[config.mk]
export PLATFORM = sky130hd
export DESIGN_NAME = byte_level_text_to_bytes_decoder_unit
export DESIGN_NICKNAME = d
export VERILOG_FILES = /design/src/design/bltb_pkg.sv /design/src/design/byte_level_text_to_bytes_decoder_unit.sv /design/src/design/bltb_decode.sv /design/src/design/bltb_out_queue.sv
export SDC_FILE = /design/constraint.sdc
export NUM_CORES = 1
export LEC_CHECK = 0
export BUFFER_PORTS_ARGS = -buffer_cell sky130_fd_sc_hd__buf_2
export CELL_PAD_IN_SITES_DETAIL_PLACEMENT = 0
export CELL_PAD_IN_SITES_GLOBAL_PLACEMENT = 1
export CORE_AREA = 4 4 77 115
export DETAILED_ROUTE_END_ITERATION = 7
export DIE_AREA = 0 0 81 119
export PLACE_DENSITY_LB_ADDON = 0.2
export RECOVER_POWER = 50
export SLEW_MARGIN = 30
export SYNTH_ARGS = -nofsm -noshare
export SYNTH_HDL_FRONTEND = slang
export SYNTH_HIERARCHICAL = 1
export SYNTH_SLANG_ARGS = --single-unit
[constraint.sdc]
create_clock -name clock -period 3.8 [get_ports clock]
set_clock_uncertainty 0.1 [all_clocks]
set_input_delay 0.76 -clock clock [delete_from_list [all_inputs] [get_ports clock]]
set_output_delay 0.76 -clock clock [all_outputs]
set_load 0.02 [all_outputs]
[src/design/bltb_pkg.sv]
// Package for the byte-level text-to-bytes decoder.
// Holds the request/response types, hold codes and the reverse byte map.
// No dependencies.
package bltb_pkg;

   typedef struct packed {
      logic [7:0] text_byte;
      logic       is_last;
   } req_type;

   typedef struct packed {
      logic [7:0] raw_byte;
      logic       run_last;
      logic       stream_end;
   } rsp_type;

   // number of pending bytes in the hold
   localparam logic [1:0] HOLD_NONE = 2'd0;
   localparam logic [1:0] HOLD_ONE  = 2'd1;
   localparam logic [1:0] HOLD_TWO  = 2'd2;

   // extra bytes a lead byte asks for
   localparam logic [1:0] EXTRA_NONE = 2'd0;
   localparam logic [1:0] EXTRA_ONE  = 2'd1;
   localparam logic [1:0] EXTRA_TWO  = 2'd2;

   // decoder outputs toward the top level
   typedef struct packed {
      logic [1:0] num;       // results produced: 0, 1 or 2
      logic [7:0] byte0;
      logic [7:0] byte1;
      logic [1:0] count_in;  // next hold count
      logic       hold0_we;
      logic       hold1_we;
   } dec_type;

   function automatic logic [1:0] lead_extra(input logic [7:0] c);
      logic [1:0] r;
      r = EXTRA_NONE;
      if ((c & 8'hE0) == 8'hC0) r = EXTRA_ONE;
      else if ((c & 8'hF0) == 8'hE0) r = EXTRA_TWO;
      return r;
   endfunction

   function automatic logic [7:0] reverse_map(input logic [15:0] cp);
      logic [6:0] n;
      logic [7:0] r;
      n = 7'(cp - 16'd256);
      if (cp < 16'd256) begin
         if (cp[7:0] inside {[8'd33:8'd126], [8'd161:8'd172], [8'd174:8'd255]}) begin
            r = cp[7:0];
         end else begin
            r = 8'd0;
         end
      end else if (cp <= 16'd323) begin
         if (n < 7'd33) r = {1'b0, n};
         else if (n < 7'd67) r = {1'b0, n} + 8'd94;
         else r = 8'd173;
      end else begin
         r = cp[7:0];
      end
      return r;
   endfunction

endpackage

[src/design/byte_level_text_to_bytes_decoder_unit.sv]
// Byte-level text-to-bytes decoder, top level.
// A completing request shows its first response in the cycle after acceptance.
// Throughput: one request per cycle while the receiver is ready; a request with two
// responses stalls the input while the second drains from the two-slot result register.
// Reset (synchronous, active high) empties the hold and the result register;
// held bytes are not cleared.
module byte_level_text_to_bytes_decoder_unit
   import bltb_pkg::*;
(
   input  logic    clock,
   input  logic    reset,
   input  logic    req_valid,
   output logic    req_ready,
   input  req_type req_data,
   output logic    rsp_valid,
   input  logic    rsp_ready,
   output rsp_type rsp_data
);

   // hold state: count of pending bytes and the bytes themselves
   logic [1:0] held_count_ff, held_count_in;
   logic [7:0] held0_ff, held1_ff;

   dec_type dec;
   logic    accept;
   rsp_type res0, res1;

   assign accept = req_valid && req_ready;

   bltb_decode u_decode (
      .text_byte  (req_data.text_byte),
      .is_last    (req_data.is_last),
      .held_count (held_count_ff),
      .held0      (held0_ff),
      .held1      (held1_ff),
      .dec        (dec)
   );

   // run_last marks the final response of this request,
   // stream_end that response when the request closes the stream
   always_comb begin
      res0.raw_byte   = dec.byte0;
      res0.run_last   = (dec.num == 2'd1);
      res0.stream_end = (dec.num == 2'd1) && req_data.is_last;
      res1.raw_byte   = dec.byte1;
      res1.run_last   = 1'b1;
      res1.stream_end = req_data.is_last;
   end

   bltb_out_queue u_out_queue (
      .clock     (clock),
      .reset     (reset),
      .push      (accept),
      .push_num  (dec.num),
      .push0     (res0),
      .push1     (res1),
      .can_push  (req_ready),
      .rsp_valid (rsp_valid),
      .rsp_ready (rsp_ready),
      .rsp_data  (rsp_data)
   );

   assign held_count_in = accept ? dec.count_in : held_count_ff;

   always_ff @(posedge clock) begin
      if (reset) begin
         held_count_ff <= HOLD_NONE;
      end else begin
         held_count_ff <= held_count_in;
      end
   end

   // pending lead and continuation bytes, written only when captured
   always_ff @(posedge clock) begin
      if (accept && dec.hold0_we) begin
         held0_ff <= req_data.text_byte;
      end
      if (accept && dec.hold1_we) begin
         held1_ff <= req_data.text_byte;
      end
   end

endmodule

[src/design/bltb_decode.sv]
// UTF-8 sequence decode and reverse byte map for one request.
// Depends on bltb_pkg.
module bltb_decode
   import bltb_pkg::*;
(
   input  logic [7:0] text_byte,
   input  logic       is_last,
   input  logic [1:0] held_count,
   input  logic [7:0] held0,
   input  logic [7:0] held1,
   output dec_type    dec
);

   always_comb begin
      dec = '0;
      dec.count_in = HOLD_NONE;
      case (held_count)
         HOLD_ONE: begin
            if (lead_extra(held0) == EXTRA_ONE) begin
               dec.num   = 2'd1;
               dec.byte0 = reverse_map({5'd0, held0[4:0], text_byte[5:0]});
            end else if (is_last) begin
               // truncated three-byte lead: lead and byte taken raw
               dec.num   = 2'd2;
               dec.byte0 = reverse_map({8'd0, held0});
               dec.byte1 = reverse_map({8'd0, text_byte});
            end else begin
               dec.hold1_we = 1'b1;
               dec.count_in = HOLD_TWO;
            end
         end
         HOLD_TWO: begin
            dec.num   = 2'd1;
            dec.byte0 = reverse_map({held0[3:0], held1[5:0], text_byte[5:0]});
         end
         default: begin
            if (lead_extra(text_byte) == EXTRA_NONE || is_last) begin
               dec.num   = 2'd1;
               dec.byte0 = reverse_map({8'd0, text_byte});
            end else begin
               dec.hold0_we = 1'b1;
               dec.count_in = HOLD_ONE;
            end
         end
      endcase
   end

endmodule

[src/design/bltb_out_queue.sv]
// Two-slot result register for the decoder; loads up to two responses at once.
// Depends on bltb_pkg.
module bltb_out_queue
   import bltb_pkg::*;
(
   input  logic    clock,
   input  logic    reset,
   input  logic    push,
   input  logic [1:0] push_num,
   input  rsp_type push0,
   input  rsp_type push1,
   output logic    can_push,
   output logic    rsp_valid,
   input  logic    rsp_ready,
   output rsp_type rsp_data
);

   logic [1:0] count_ff, count_in;
   rsp_type    slot0_ff, slot0_in;
   rsp_type    slot1_ff, slot1_in;
   logic       pop;

   assign pop       = rsp_valid && rsp_ready;
   assign rsp_valid = (count_ff != 2'd0);
   assign rsp_data  = slot0_ff;
   // room for two results once the head leaves
   assign can_push  = (count_ff == 2'd0) || (count_ff == 2'd1 && rsp_ready);

   always_comb begin
      count_in = count_ff;
      slot0_in = slot0_ff;
      slot1_in = slot1_ff;
      if (push) begin
         count_in = push_num;
         slot0_in = push0;
         slot1_in = push1;
      end else if (pop) begin
         count_in = count_ff - 2'd1;
         slot0_in = slot1_ff;
      end
   end

   always_ff @(posedge clock) begin
      if (reset) begin
         count_ff <= 2'd0;
      end else begin
         count_ff <= count_in;
      end
   end

   always_ff @(posedge clock) begin
      slot0_ff <= slot0_in;
      slot1_ff <= slot1_in;
   end

endmodule

After elaboration in Yosys (flattened, before gate mapping)
Index checks and enable logic that the tools add are counted.
- bits in registers: 37
- input port bits: 13
- word-level logic and storage cells: 121
- output and inout port bits: 12
- bitwise gates (word level): 2
- $add $sub $neg: 5
- eq/ne operators: 9
- $lt $le $gt $ge: 32
- multiplexer cells: 34
- reduce and logical (&&, ||, !) cells: 30
- operators with widths (kind ; number):
    2-to-1 mux 8 bit ; 12
    >= comparator 8 bit (second input constant) ; 8
    less-or-equal comparator 8 bit (second input constant) ; 8
    >= comparator 8 x 6 -> 1 bit (second input constant) ; 4
    less-or-equal comparator 8 x 7 -> 1 bit (second input constant) ; 4
    2-to-1 mux 10 bit ; 3
    2-to-1 mux 2 bit ; 11
    case mux 10 bit (2 select lines) ; 1
    logical AND 1 bit ; 18
    2-to-1 mux 18 bit ; 1
    adder 7 x 7 -> 8 bit (second input constant) ; 2
    less-or-equal comparator 16 x 9 -> 1 bit (second input constant) ; 1
    less-than comparator 16 x 9 -> 1 bit (second input constant) ; 1
    less-than comparator 7 x 6 -> 1 bit (second input constant) ; 2
    less-than comparator 7 bit (second input constant) ; 2
    subtractor 7 x 1 -> 7 bit (second input constant) ; 2
    nonzero test 3 bit ; 4
    less-or-equal comparator 11 x 9 -> 1 bit (second input constant) ; 1
    less-than comparator 11 x 9 -> 1 bit (second input constant) ; 1
    2-to-1 mux 9 bit ; 1
    == test 2 x 1 -> 1 bit (second input constant) ; 4
    == test 4 bit (second input constant) ; 2
    == test 3 bit (second input constant) ; 2
    zero test 2 bit ; 2
    9 further kinds ; 15

Depth between registers and ports, before layout
- word-level depth: 11
- gate-level depth with buffers: 11
- mapped depth without buffers: 9

Hierarchy
The synthesis kept the hierarchy.
- by module, submodules not included (module ; times used ; area each (um2) ; sequential area each (um2) ; cells an instance):
    bltb_decode ; 1 ; 1275.0 ; 0.0 ; 200
    bltb_out_queue ; 1 ; 877.1 ; 640.6 ; 50
    byte_level_text_to_bytes_decoder_unit ; 1 ; 599.3 ; 520.5 ; 30

Worst setup path before layout
OpenSTA, ideal clock, no wires.
- path kind: input to register
- from: in req_data[3] (netlist bit)
- to: reg u_out_queue.slot0_ff (netlist bit u_out_queue/rsp_data[7]) (data pin)
- setup time: 0.260 ns
- path slack: 0.471 ns
- arrival time: 2.969 ns
- path buffers: 2
- required time: 3.440 ns
- stages on the path: 11
- cells stage by stage: clkbuf_1 inv_1 ha_1 or3b_1 clkbuf_1 o21ai_1 a21boi_1 or4_1 a31oi_1 o22ai_1 mux2_2
- RTL lines (item ; line ; source):
    start, declared ; byte_level_text_to_bytes_decoder_unit.sv:14 ; input req_type req_data,
    end signal, assigned ; bltb_out_queue.sv:52 ; slot0_ff <= slot0_in;
    end, declared ; bltb_out_queue.sv:19 ; rsp_type slot0_ff, slot0_in;

==> qor.txt <==
Diodes inserted -> 0
min-delay src -> u_out_queue/slot1_ff[0]
family with the most delay on the worst path -> compound AO/OA/AOI/OAI gates
clock slew at reported path FFs -> 0.06 ns
Peak supply drop -> 0.000208 V
Tot GR Track Use -> 16.3%
CP arrival -> 3.38 ns
RSZ-0062 raised after global routing -> no
Switching Fraction -> 27.9%
Power per Cell Area -> 375 nW/µm²
Post-DRT Antenna Nets -> 0
pin slew with the least headroom to its limit -> 1.33 ns
fillers -> 864
cell-internal power -> 824 µW
htree depth -> 2
TNS Setup -> 0 ns
Comb pwr share -> 19.9%
Starting DRT DRC Count -> 157
crit path launch -> req_data[1]
Worst R2R Start -> held0_ff[3]
Post-Synthesis Cell Area -> 2690 µm²
hold buffer count at CTS -> 0
Die Y -> 119 µm
Die W -> 81 µm
worst hold path type -> flop to flop
fin nets -> 324
P_sw -> 319 µW
status -> finished clean
routed len/inst -> 18.9 µm
DR vias -> 2345
element type at the critical path start -> primary input
pre-CTS setup slack -> 0.319 ns
sequential power share -> 45.4%
largest net degree at the start of global routing -> 24
Setup crit end kind -> flop
port bufs -> 24
Clock power frac -> 34.7%
min Tclk post-route -> 3.45 ns
Crit Path Class -> primary input to flop
Cell Chain, Critical Path -> clkbuf_1 > nor2b_1 > o31ai_1 > a31oi_1 > a31o_1 > o21ai_1 > nand3_1 > mux2_2
non-filler instance count after layout -> 409
f_max -> 289 MHz
Critical-path top delay cell -> clkbuf_1
Setup Buffers After CTS -> 0
Post-Synthesis Net Count -> 299
worst setup margin -> 0.345 ns
WP buf/inv -> 1
P_leak -> 0.00104 µW
synthesized area per cell -> 9.68 µm²
worst path required time -> 3.73 ns
number of global-route vias before repair -> 2262
Boundary Pins -> 25
placed cells -> 401
Max Cap Viol -> 0
Core Footprint -> 7910 µm²
Cells after Synth -> 278
max_slew headroom -> 11.1%
Clock Sinks -> 38
crit-path max FO -> 19
Root Buffer -> clkbuf_16
Via density -> 5.73
Area Overhead vs Synth -> 13.2%
DRC -> 0
first-pass GRT wire length -> 12000 µm
1st-pass router iterations -> 4
later-pin clock latency in the skew report -> 0.28 ns
Initial Util -> 34.0%
routability cong. -> 0.875
total routed wirelength -> 7750 µm
Final period util -> 90.9%
Die Area -> 9640 µm²
# setup viols final -> 0
CTS tree -> yes
CTS-repair resized insts -> 0
HPWL Detailed -> 5750 µm
CTS buffer count -> 5
FP Rows -> 40
Max Slew Vio Count -> 0
Final Hold Fails -> 0
fraction of layout cells with a size suffix above 1 -> 13.2%
Max stage delay on crit path -> 0.65 ns
antenna violations before repair -> 0
Hold Slack -> 0.445 ns
total congestion overflow -> 0
Yosys warnings -> 6
Max clock buf depth -> 2
==> cells in the final DEF, fill, tap and decap left out, drive strengths merged, types with 3 or more instances in the layout <==
| cell | count |
|---|---|
| clkbuf | 24 |
| a211o | 3 |
| mux2 | 10 |
| and2 | 14 |
| a211oi | 4 |
| a31oi | 5 |
| or2 | 4 |
| nor3 | 8 |
| a21bo | 3 |
| and3 | 4 |
| a32oi | 3 |
| a21boi | 3 |
| a21oi | 19 |
| nand3b | 3 |
| or4 | 4 |
| edfxtp | 34 |
| nand4 | 3 |
| nor2 | 12 |
| nand2 | 19 |
| ha | 8 |
| o211ai | 5 |
| nor2b | 8 |
| or3 | 3 |
| nand3 | 11 |
| buf | 12 |
| nor4 | 3 |
| nand4b | 3 |
| inv | 14 |
| o21ai | 13 |
| dfxtp | 4 |
==> worst paths after layout <==
kind,end,slack (ns),cells past startpoint
max,u_out_queue/rsp_data[5],0.35,8
min reg2reg,u_out_queue/rsp_data[0],0.45,1
min,u_out_queue/rsp_data[0],0.45,1
max reg2reg,u_out_queue/rsp_data[6],0.72,7
==> registers in the layout, summed over array words and instances, names as in the netlist <==
signal and count:
held1_ff 6, held0_ff 8, u_out_queue/count_ff 2, u_out_queue/rsp_data 10, held_count_ff 2, u_out_queue/slot1_ff 10
==> cell type report <==
type                    instances  area [µm²]  area share (%)
well taps                     105         131            4.31
multi-input cells             213        1470            48.4
inverters                      14        52.6            1.72
clock buffers                   5         125            4.11
repair buffers                 31         146            4.80
flip-flops and latches         38        1100            36.1
clock inverters                 3        16.3           0.534
==> per-layer routing <==
metal	part of all wire, %	track usage, %	up-vias
li1	-	-	1116
met1	41	20.0	1136
met2	52	27.6	75
met3	5.0	2.19	18
met4	2.4	7.61	0
met5	0	0	-
==> metrics by stage <==
step	utilization, %	power (µW)	instance area, µm²
finish	38.5	1140	3050
global route	38.5	1200	3050
CTS	38.9	1170	3080
detailed placement	37.1	764	2930
global placement	37.1	762	2930
floorplan	-	690	2690
==> worst register-to-register path, delay by kind of cell, from the launching register on <==
family	cells	cell delay (ns)
AO/OA/AOI/OAI	3	0.82
flip-flops	1	0.56
multiplexers	1	0.27
AND/OR/NAND/NOR	3	1.08
==> power groups by stage <==
| stage | combinational, µW | sequential, µW | clock (µW) |
|---|---|---|---|
| finish | 228 | 519 | 396 |
| floorplan | 135 | 556 | 0 |
| global placement | 236 | 526 | 0 |
| detailed placement | 237 | 527 | 0 |
| CTS | 239 | 518 | 408 |
| global route | 249 | 522 | 424 |
Note: power is estimated with default switching activity, not from simulation.
